==> src/rtl/cpf_pkg.sv <==
package cpf_pkg;

  typedef enum logic [3:0] {
    PRED_EQ     = 4'd0,
    PRED_NE     = 4'd1,
    PRED_LT     = 4'd2,
    PRED_GT     = 4'd3,
    PRED_LE     = 4'd4,
    PRED_GE     = 4'd5,
    PRED_IN     = 4'd6,
    PRED_NIN    = 4'd7,
    PRED_EXISTS = 4'd8,
    PRED_PASS   = 4'd9
  } pred_t;

  localparam int unsigned CfgIdxW = 3;
  localparam logic [CfgIdxW-1:0] REG_PREDICATE     = 3'd0;
  localparam logic [CfgIdxW-1:0] REG_FIELD_PRESENT = 3'd1;
  localparam logic [CfgIdxW-1:0] REG_THRESHOLD     = 3'd2;
  localparam logic [CfgIdxW-1:0] REG_LIST_COUNT    = 3'd3;
  localparam logic [CfgIdxW-1:0] REG_LIST_A        = 3'd4;
  localparam logic [CfgIdxW-1:0] REG_LIST_B        = 3'd5;
  localparam logic [CfgIdxW-1:0] REG_LIST_C        = 3'd6;
  localparam logic [CfgIdxW-1:0] REG_LIST_D        = 3'd7;

  typedef struct packed {
    logic [63:0] row_value;
    logic        is_null;
    logic        alive_in;
    logic        last_row;
  } in_item_t;

  typedef struct packed {
    logic        keep;
    logic [9:0]  slot;
    logic [10:0] kept_total;
    logic        last_out;
  } out_item_t;

  // IEEE compare flags of a against b
  typedef struct packed {
    logic eq;
    logic lt;
    logic gt;
  } cmp_t;

  function automatic logic is_nan(input logic [63:0] x);
    return (x[62:52] == 11'h7FF) && (x[51:0] != 52'd0);
  endfunction

  function automatic cmp_t fcmp(input logic [63:0] a, input logic [63:0] b);
    cmp_t r;
    logic both_zero;
    logic mag_lt;
    logic mag_gt;
    r = '0;
    both_zero = (a[62:0] == 63'd0) && (b[62:0] == 63'd0);
    mag_lt = a[62:0] < b[62:0];
    mag_gt = a[62:0] > b[62:0];
    if (!is_nan(a) && !is_nan(b)) begin
      if (both_zero || a == b) begin
        r.eq = 1'b1;
      end else if (a[63] != b[63]) begin
        r.lt = a[63];
        r.gt = b[63];
      end else if (a[63]) begin
        r.lt = mag_gt;
        r.gt = mag_lt;
      end else begin
        r.lt = mag_lt;
        r.gt = mag_gt;
      end
    end
    return r;
  endfunction

endpackage

==> src/rtl/cpf_in_if.sv <==
interface cpf_in_if;
  logic                valid;
  logic                ready;
  cpf_pkg::in_item_t   data;
  modport source (output valid, output data, input ready);
  modport sink   (input valid, input data, output ready);
endinterface

==> src/rtl/cpf_out_if.sv <==
interface cpf_out_if;
  logic                valid;
  logic                ready;
  cpf_pkg::out_item_t  data;
  modport source (output valid, output data, input ready);
  modport sink   (input valid, input data, output ready);
endinterface

==> src/rtl/column_predicate_filter.sv <==
// Path: a row passes the input register, then the result register (input reg, result reg);
// its result transfers while it sits in the result register and out_ch.ready is high.
// Throughput: one row per cycle; the input stage refills while the result
// register drains, so a stalled output only stalls once both regs are full.
// Reset (rst_n low, synchronous): both stages empty, kept count 0,
// predicate pass, field present, threshold/list values 0, list count 0.
module column_predicate_filter #(
  parameter int unsigned MAX_ROWS  = 1024,
  parameter int unsigned LIST_SIZE = 4
) (
  input  logic        clk,
  input  logic        rst_n,
  cpf_in_if.sink      in_ch,
  cpf_out_if.source   out_ch,
  input  logic        cfg_we,
  input  logic [2:0]  cfg_index,
  input  logic [63:0] cfg_data
);
  localparam int unsigned CntW = $clog2(MAX_ROWS + 1);

  // configuration registers
  logic [3:0]  predicate_r;
  logic        field_present_r;
  logic [63:0] threshold_r;
  logic [2:0]  list_count_r;
  logic [63:0] list_vals_r [4];

  always_ff @(posedge clk) begin
    if (!rst_n) begin
      predicate_r     <= cpf_pkg::PRED_PASS;
      field_present_r <= 1'b1;
      threshold_r     <= '0;
      list_count_r    <= '0;
      for (int i = 0; i < 4; i++) list_vals_r[i] <= '0;
    end else if (cfg_we) begin
      unique case (cfg_index)
        cpf_pkg::REG_PREDICATE:     predicate_r     <= cfg_data[3:0];
        cpf_pkg::REG_FIELD_PRESENT: field_present_r <= cfg_data[0];
        cpf_pkg::REG_THRESHOLD:     threshold_r     <= cfg_data;
        cpf_pkg::REG_LIST_COUNT:    list_count_r    <= cfg_data[2:0];
        cpf_pkg::REG_LIST_A:        list_vals_r[0]  <= cfg_data;
        cpf_pkg::REG_LIST_B:        list_vals_r[1]  <= cfg_data;
        cpf_pkg::REG_LIST_C:        list_vals_r[2]  <= cfg_data;
        cpf_pkg::REG_LIST_D:        list_vals_r[3]  <= cfg_data;
        default: ;
      endcase
    end
  end

  // stage 1: input register
  logic              s1_valid_r;
  cpf_pkg::in_item_t s1_r;
  // stage 2: result register
  logic               out_valid_r;
  cpf_pkg::out_item_t out_r;
  logic [CntW-1:0]    kept_count_r;

  logic s2_load;
  logic s1_load;
  assign s2_load = s1_valid_r && (!out_valid_r || out_ch.ready);
  assign in_ch.ready = !s1_valid_r || s2_load;
  assign s1_load = in_ch.valid && in_ch.ready;

  logic keep;
  cpf_eval #(.LIST_SIZE(LIST_SIZE)) u_eval (
    .row_value    (s1_r.row_value),
    .is_null      (s1_r.is_null),
    .alive_in     (s1_r.alive_in),
    .predicate    (predicate_r),
    .field_present(field_present_r),
    .threshold    (threshold_r),
    .list_count   (list_count_r),
    .list_vals    (list_vals_r),
    .keep         (keep)
  );

  // slot assignment; count saturates at MAX_ROWS
  logic            at_max;
  logic [CntW-1:0] slot_full;
  logic [CntW-1:0] cnt_after;
  logic [CntW-1:0] kept_count_nxt;
  cpf_pkg::out_item_t out_nxt;
  always_comb begin
    at_max    = kept_count_r == CntW'(MAX_ROWS);
    slot_full = at_max ? CntW'(MAX_ROWS - 1) : kept_count_r;
    cnt_after = (keep && !at_max) ? kept_count_r + CntW'(1) : kept_count_r;
    out_nxt.keep       = keep;
    out_nxt.slot       = keep ? 10'(slot_full) : 10'd0;
    out_nxt.kept_total = 11'(cnt_after);
    out_nxt.last_out   = s1_r.last_row;
    kept_count_nxt     = s1_r.last_row ? '0 : cnt_after;
  end

  always_ff @(posedge clk) begin
    if (!rst_n) begin
      s1_valid_r   <= 1'b0;
      out_valid_r  <= 1'b0;
      kept_count_r <= '0;
    end else begin
      if (s1_load) s1_valid_r <= 1'b1;
      else if (s2_load) s1_valid_r <= 1'b0;
      if (s2_load) begin
        out_valid_r  <= 1'b1;
        kept_count_r <= kept_count_nxt;
      end else if (out_ch.ready) begin
        out_valid_r <= 1'b0;
      end
    end
  end

  always_ff @(posedge clk) begin
    if (s1_load) s1_r <= in_ch.data;
    if (s2_load) out_r <= out_nxt;
  end

  assign out_ch.valid = out_valid_r;
  assign out_ch.data  = out_r;

  // count never exceeds the cap
  a_cnt_cap: assert property (@(posedge clk) disable iff (!rst_n)
    kept_count_r <= CntW'(MAX_ROWS)) else $error("kept count over cap");
  // a stalled result holds
  a_out_hold: assert property (@(posedge clk) disable iff (!rst_n)
    out_valid_r && !out_ch.ready |=> out_valid_r && $stable(out_r))
    else $error("result changed under stall");
  // a dropped row gets slot zero
  a_slot_zero: assert property (@(posedge clk) disable iff (!rst_n)
    out_valid_r && !out_r.keep |-> out_r.slot == 10'd0)
    else $error("slot on dropped row");
  // count clears after batch end
  a_batch_clr: assert property (@(posedge clk) disable iff (!rst_n)
    s2_load && s1_r.last_row |=> kept_count_r == '0)
    else $error("count not cleared");
endmodule

==> src/rtl/cpf_eval.sv <==
// Predicate decision for one row (combinational).
module cpf_eval #(
  parameter int unsigned LIST_SIZE = 4
) (
  input  logic [63:0] row_value,
  input  logic        is_null,
  input  logic        alive_in,
  input  logic [3:0]  predicate,
  input  logic        field_present,
  input  logic [63:0] threshold,
  input  logic [2:0]  list_count,
  input  logic [63:0] list_vals [4],
  output logic        keep
);
  cpf_pkg::cmp_t c;
  cpf_pkg::cmp_t lc;
  logic          live;
  logic          match;

  always_comb begin
    c     = cpf_pkg::fcmp(row_value, threshold);
    live  = alive_in && !is_null;
    match = 1'b0;
    lc    = '0;
    for (int j = 0; j < LIST_SIZE; j++) begin
      lc = cpf_pkg::fcmp(row_value, list_vals[j]);
      if (3'(j) < list_count && lc.eq) begin
        match = 1'b1;
      end
    end
    case (predicate)
      cpf_pkg::PRED_EQ:     keep = live && c.eq;
      cpf_pkg::PRED_NE:     keep = live && !c.eq;
      cpf_pkg::PRED_LT:     keep = live && c.lt;
      cpf_pkg::PRED_GT:     keep = live && c.gt;
      cpf_pkg::PRED_LE:     keep = live && (c.lt || c.eq);
      cpf_pkg::PRED_GE:     keep = live && (c.gt || c.eq);
      cpf_pkg::PRED_IN:     keep = live && match;
      cpf_pkg::PRED_NIN:    keep = live && !match;
      cpf_pkg::PRED_EXISTS: keep = live;
      default:              keep = alive_in;
    endcase
    if (!field_present) keep = 1'b0;
  end
endmodule
==> src/flat_wrapper.sv <==
// flat-port wrapper written by rule: the top's interface ports become plain ports
module column_predicate_filter_flat 
#(
  parameter int unsigned MAX_ROWS  = 1024,
  parameter int unsigned LIST_SIZE = 4
)
  (clk, rst_n, cfg_we, cfg_index, cfg_data, in_ch_valid, in_ch_data, in_ch_ready, out_ch_valid, out_ch_data, out_ch_ready);
  cpf_in_if in_ch_i ();
  cpf_out_if out_ch_i ();
  input  logic clk;
  input  logic rst_n;
  input  logic cfg_we;
  input  logic [2:0] cfg_index;
  input  logic [63:0] cfg_data;
  input wire logic [$bits(in_ch_i.valid)-1:0] in_ch_valid;
  input wire logic [$bits(in_ch_i.data)-1:0] in_ch_data;
  output wire logic [$bits(in_ch_i.ready)-1:0] in_ch_ready;
  output wire logic [$bits(out_ch_i.valid)-1:0] out_ch_valid;
  output wire logic [$bits(out_ch_i.data)-1:0] out_ch_data;
  input wire logic [$bits(out_ch_i.ready)-1:0] out_ch_ready;
  assign in_ch_i.valid = in_ch_valid;
  assign in_ch_i.data = in_ch_data;
  assign in_ch_ready = in_ch_i.ready;
  assign out_ch_valid = out_ch_i.valid;
  assign out_ch_data = out_ch_i.data;
  assign out_ch_i.ready = out_ch_ready;
  column_predicate_filter #(.MAX_ROWS(MAX_ROWS), .LIST_SIZE(LIST_SIZE)) u_core (.clk(clk), .rst_n(rst_n), .in_ch(in_ch_i), .out_ch(out_ch_i), .cfg_we(cfg_we), .cfg_index(cfg_index), .cfg_data(cfg_data));
endmodule
==> config.mk <==
export PLATFORM = sky130hd
export DESIGN_NAME = column_predicate_filter_flat
export DESIGN_NICKNAME = d
export VERILOG_FILES = /design/src/rtl/cpf_pkg.sv /design/src/rtl/cpf_in_if.sv /design/src/rtl/cpf_out_if.sv /design/src/rtl/column_predicate_filter.sv /design/src/rtl/cpf_eval.sv /design/src/flat_wrapper.sv
export SDC_FILE = /design/constraint.sdc
export NUM_CORES = 1
export LEC_CHECK = 0
export BUFFER_PORTS_ARGS = -buffer_cell sky130_fd_sc_hd__buf_2
export CORE_ASPECT_RATIO = 1.25
export CORE_MARGIN = 1.5
export CORE_UTILIZATION = 55
export DETAILED_ROUTE_END_ITERATION = 8
export PLACE_DENSITY = 0.74
export SLEW_MARGIN = 0
export SYNTH_ARGS = -nofsm -noshare
export SYNTH_HDL_FRONTEND = slang
export SYNTH_SLANG_ARGS = --single-unit
==> constraint.sdc <==
create_clock -name clk -period 4 [get_ports clk]
set_input_delay 0.6 -clock clk [delete_from_list [all_inputs] [get_ports clk]]
set_output_delay 0.6 -clock clk [all_outputs]
set_load 0.01 [all_outputs]
==> results by group <==
Floorplan
  • Site Rows: 79
  • Core area: 0.0372 mm^2
  • Die Y: 220 um
  • Die area: 0.0389 mm^2
  • Width of the die: 177 um
  • I/O pin count: 164
  • Initial core utilization: 0.558

Timing
  • Fin crit share: 1.00
  • Hold_ws: 0.207 ns
  • Count of final hold-check violations: 0
  • Setup Skew: 0.0218 ns
  • Number of setup violations in the final report: 2
  • Max Freq: 249 MHz
  • Slew margin rel.: 0.291
  • Setup repair after global routing missed its margin: yes
  • Worst slew pin tran: 1.06 ns
  • Min Tclk post-route: 4.01 ns
  • Number of pins with negative max-slew slack in the final report: 0
  • Worst-case setup margin in the final layout: -0.0147 ns

Critical path
  • Sort of element at the end of the critical path: flop
  • Crit path arrival time: 4.47 ns
  • Maximum fanout along the worst path: 6
  • Data required time of the worst path: 4.46 ns
  • Critical Path Source Type: flop
  • Worst Path Class, Setup: reg -> reg

Run status
  • Run status: finished with violations
  • Violated checks: DRC, setup timing

Synth
  • Part of the Yosys area used for sequential elements: 0.459
  • Syn_area_per_cell: 8.31 um^2
  • Largest family of logic cells by synthesized area: simple AND/OR/NAND/NOR gates
  • Fraction of registers with async set or reset after synthesis: 0
  • Fraction of synthesized area in multiplexers: 0.00513
  • Synth Cell Area: 0.0207 mm^2
  • Leading register cell type out of synthesis: sky130_fd_sc_hd__dfxtp_1
  • Most repeated cell in the gate-level netlist after synthesis: sky130_fd_sc_hd__nand2_1
  • Number of warnings reported in the yosys synthesis log: 0
  • Most frequent cells after synthesis: sky130_fd_sc_hd__nand2_1, sky130_fd_sc_hd__a21oi_1, sky130_fd_sc_hd__dfxtp_1, sky130_fd_sc_hd__xnor2_1, sky130_fd_sc_hd__clkbuf_1
  • Synth cell types: 56
  • Synthesis-stage register bit count: 431
  • Top-area cell type share of the netlist area: 0.329
  • Synthesized netlist cell count: 2497
  • Largest cells by area after synthesis: sky130_fd_sc_hd__dfxtp_1, sky130_fd_sc_hd__edfxtp_1, sky130_fd_sc_hd__nand2_1, sky130_fd_sc_hd__xnor2_1, sky130_fd_sc_hd__a21oi_1
  • Number of enable-type register cells in the synthesized netlist: 90
  • Complex-gate fraction of the synthesized area: 0.109
  • Adder and majority gate portion of the synthesized area: 0.0392
  • Fraction of synthesized cell area in xor and xnor cells: 0.114
  • Number of nets produced by synthesis: 2701
  • Biggest area consumer among synthesized cells: sky130_fd_sc_hd__dfxtp_1
  • Fraction of the mapped netlist area in simple logic gates: 0.227

Final layout
  • Number of fillers in the final layout: 3161
  • Final net count: 2864
  • Antenna cell count: 0
  • Share of cells above drive strength 1: 0.150
  • Multi-input gate area: 0.0105 mm^2
  • Post-route cell area: 0.0242 mm^2
  • Final cell count without fillers: 3179
  • Area taken by flip-flops and latches: 0.00953 mm^2
  • Layout Area Growth over Synthesis: 16.5%

Global routing
  • Initial antenna violation count: 0
  • Wire length of the first global-routing pass: 113000 um
  • Grt ovf: 0
  • GRT Resource Usage Total: 0.392
  • Pin count of the biggest net entering global routing: 135
  • Via count of the first global-routing pass: 18300

Placement
  • Dpl ws: -0.555 ns
  • Instance area at placement: 0.0225 mm^2
  • Inst Count DP: 3093
  • Detailed-placement wirelength estimate: 56400 um
  • Final estimated routing congestion in global placement: 1.14
  • Port-buffer cells: 163

Route
  • Max layer used: met4
  • Iteration count of the initial detailed-routing pass: 9
  • Initial DRC count: 2258
  • Number of nets with antenna violations after routing: 0
  • Met1 Routed Length: 28900 um
  • DR vias: 19400
  • Wirelength, routed: 76900 um
  • Met2 WL: 36000 um
  • Via-per-instance ratio: 6.10
  • Post-detailed-route DRC marker count: 1
  • Mean routed wirelength per cell: 24.2 um
  • Sum of met3 wire segment lengths after detailed routing: 6630 um

Clock tree
  • TritonCTS Buffers: 44
  • Clk root buf: sky130_fd_sc_hd__clkbuf_16
  • Hold buffers post-CTS: 0
  • Clock slew seen by the registers of the worst setup and hold paths: 0.06 ns
  • TritonCTS clock tree: done
  • Bufs on Longest Clock Path: 3
  • Clk sink count: 431
  • CTS H-tree depth: 2
  • Skew-Pair Late Insertion Delay: 0.57 ns

Pwr
  • Worst supply voltage drop on vdd: 0.342 mV
  • Power per cell area: 413 mW/mm^2
  • Leakage component of the power: 8.19 nW
  • Overall power of the completed layout: 9.99 mW

Run
  • Number of max-capacitance violations reported: 0

Worst hold path
  • Path category of the worst min-delay check: in -> reg
## metal layers
layer / vias up / global-route usage
met5: - / 0
met4: 0 / 0.244
met3: 253 / 0.0634
met2: 1078 / 0.649
met1: 9224 / 0.478
li1: 8836 / -
## critical path: stages (launching register included)
cell                        delay [ns]
sky130_fd_sc_hd__edfxtp_1         0.55
sky130_fd_sc_hd__ha_1             0.38
sky130_fd_sc_hd__nand4_1          0.13
sky130_fd_sc_hd__nor2_1           0.35
sky130_fd_sc_hd__and3_1           0.39
sky130_fd_sc_hd__o311a_4          0.31
sky130_fd_sc_hd__or4_4            0.20
sky130_fd_sc_hd__o21ai_1          0.10
sky130_fd_sc_hd__buf_4            0.17
sky130_fd_sc_hd__a2111oi_4        0.40
sky130_fd_sc_hd__buf_4            0.20
sky130_fd_sc_hd__o31ai_2          0.09
sky130_fd_sc_hd__buf_4            0.20
sky130_fd_sc_hd__o32a_1           0.37
sky130_fd_sc_hd__o31ai_2          0.08
## state kept, by name, summed over array words and instances, names as in the netlist
register                count
u_core.out_nxt              1
u_core.list_vals_r        256
u_core.out_ch.data         23
u_core.s1_valid_r           1
u_core.kept_count_r        11
u_core.out_ch.valid         1
u_core.field_present_r      1
u_core.predicate_r          4
u_core.s1_r                66
u_core.list_count_r         3
u_core.threshold_r         64
## cell families (layout without fill, tap and decap cells)
kind of cell	count (synthesis)	count (layout)
AO/OA/AOI/OAI	414	414
multiplexers	10	10
flip-flops	431	431
XOR/XNOR	269	269
AND/OR/NAND/NOR	1053	1053
buffers and inverters	255	451
adder cells (fa/ha/maj)	65	65
## power by group
group          internal [mW]  switching, mW  leakage [nW]  total [mW]
Sequential              4.56          0.127          3.63        4.69
Clock                   2.36           1.74         0.695        4.10
Combinational          0.440          0.763          3.87        1.20
## cell type report
cell class / instances / share of cell area
inverter: 78 / 0.0124
timing repair buffer: 294 / 0.0765
clock inverter: 17 / 0.00668
sequential: 431 / 0.394
multi-input combinational: 1811 / 0.434
tap: 486 / 0.0252
clock buffer: 62 / 0.0514
## final timing paths
check | start | to | depth (start not counted) | slack (ns)
max | u_core.s1_r[31] | u_core.kept_count_r[8] | 14 | -0.01
min | in_ch_data[47] | u_core.s1_r[47] | 1 | 0.21
max reg2reg | u_core.s1_r[31] | u_core.kept_count_r[8] | 14 | -0.01
min reg2reg | u_core.threshold_r[48] | u_core.threshold_r[48] | 2 | 0.47
## placed cells by master, fill, tap and decap left out, types with 6 or more instances in the layout
cell type                   synthesis  final
sky130_fd_sc_hd__nor2_1            60     53
sky130_fd_sc_hd__buf_4              0    127
sky130_fd_sc_hd__a21oi_1          350    349
sky130_fd_sc_hd__clkbuf_1         164     13
sky130_fd_sc_hd__nor4_1           122    117
sky130_fd_sc_hd__clkinv_2           0      9
sky130_fd_sc_hd__o21ai_0           12      8
sky130_fd_sc_hd__clkbuf_16          0     46
sky130_fd_sc_hd__mux2i_1            7      7
sky130_fd_sc_hd__nand4_1          116    116
sky130_fd_sc_hd__edfxtp_1          90     90
sky130_fd_sc_hd__buf_2              3    163
sky130_fd_sc_hd__nand2_1          688    687
sky130_fd_sc_hd__xnor2_1          265    265
sky130_fd_sc_hd__dfxtp_1          341    340
sky130_fd_sc_hd__inv_1             78     77
sky130_fd_sc_hd__a211oi_1           6      6
sky130_fd_sc_hd__nand3_1           26     24
sky130_fd_sc_hd__ha_1              65     61
## timing repair
item	CTS	global route
setup buffers	2	5
pin swaps	3	20
endpoints found under the setup margin	33	18
resized for setup	7	27
## per-stage QoR
step / util / setup TNS, ns
floorplan: - / 0
global placement: 0.606 / -8.23
detailed placement: 0.606 / -10.90
CTS: 0.646 / 0
global route: 0.650 / -0.400
finish: 0.650 / -0.0285
Note: power is estimated with default switching activity, not from simulation.
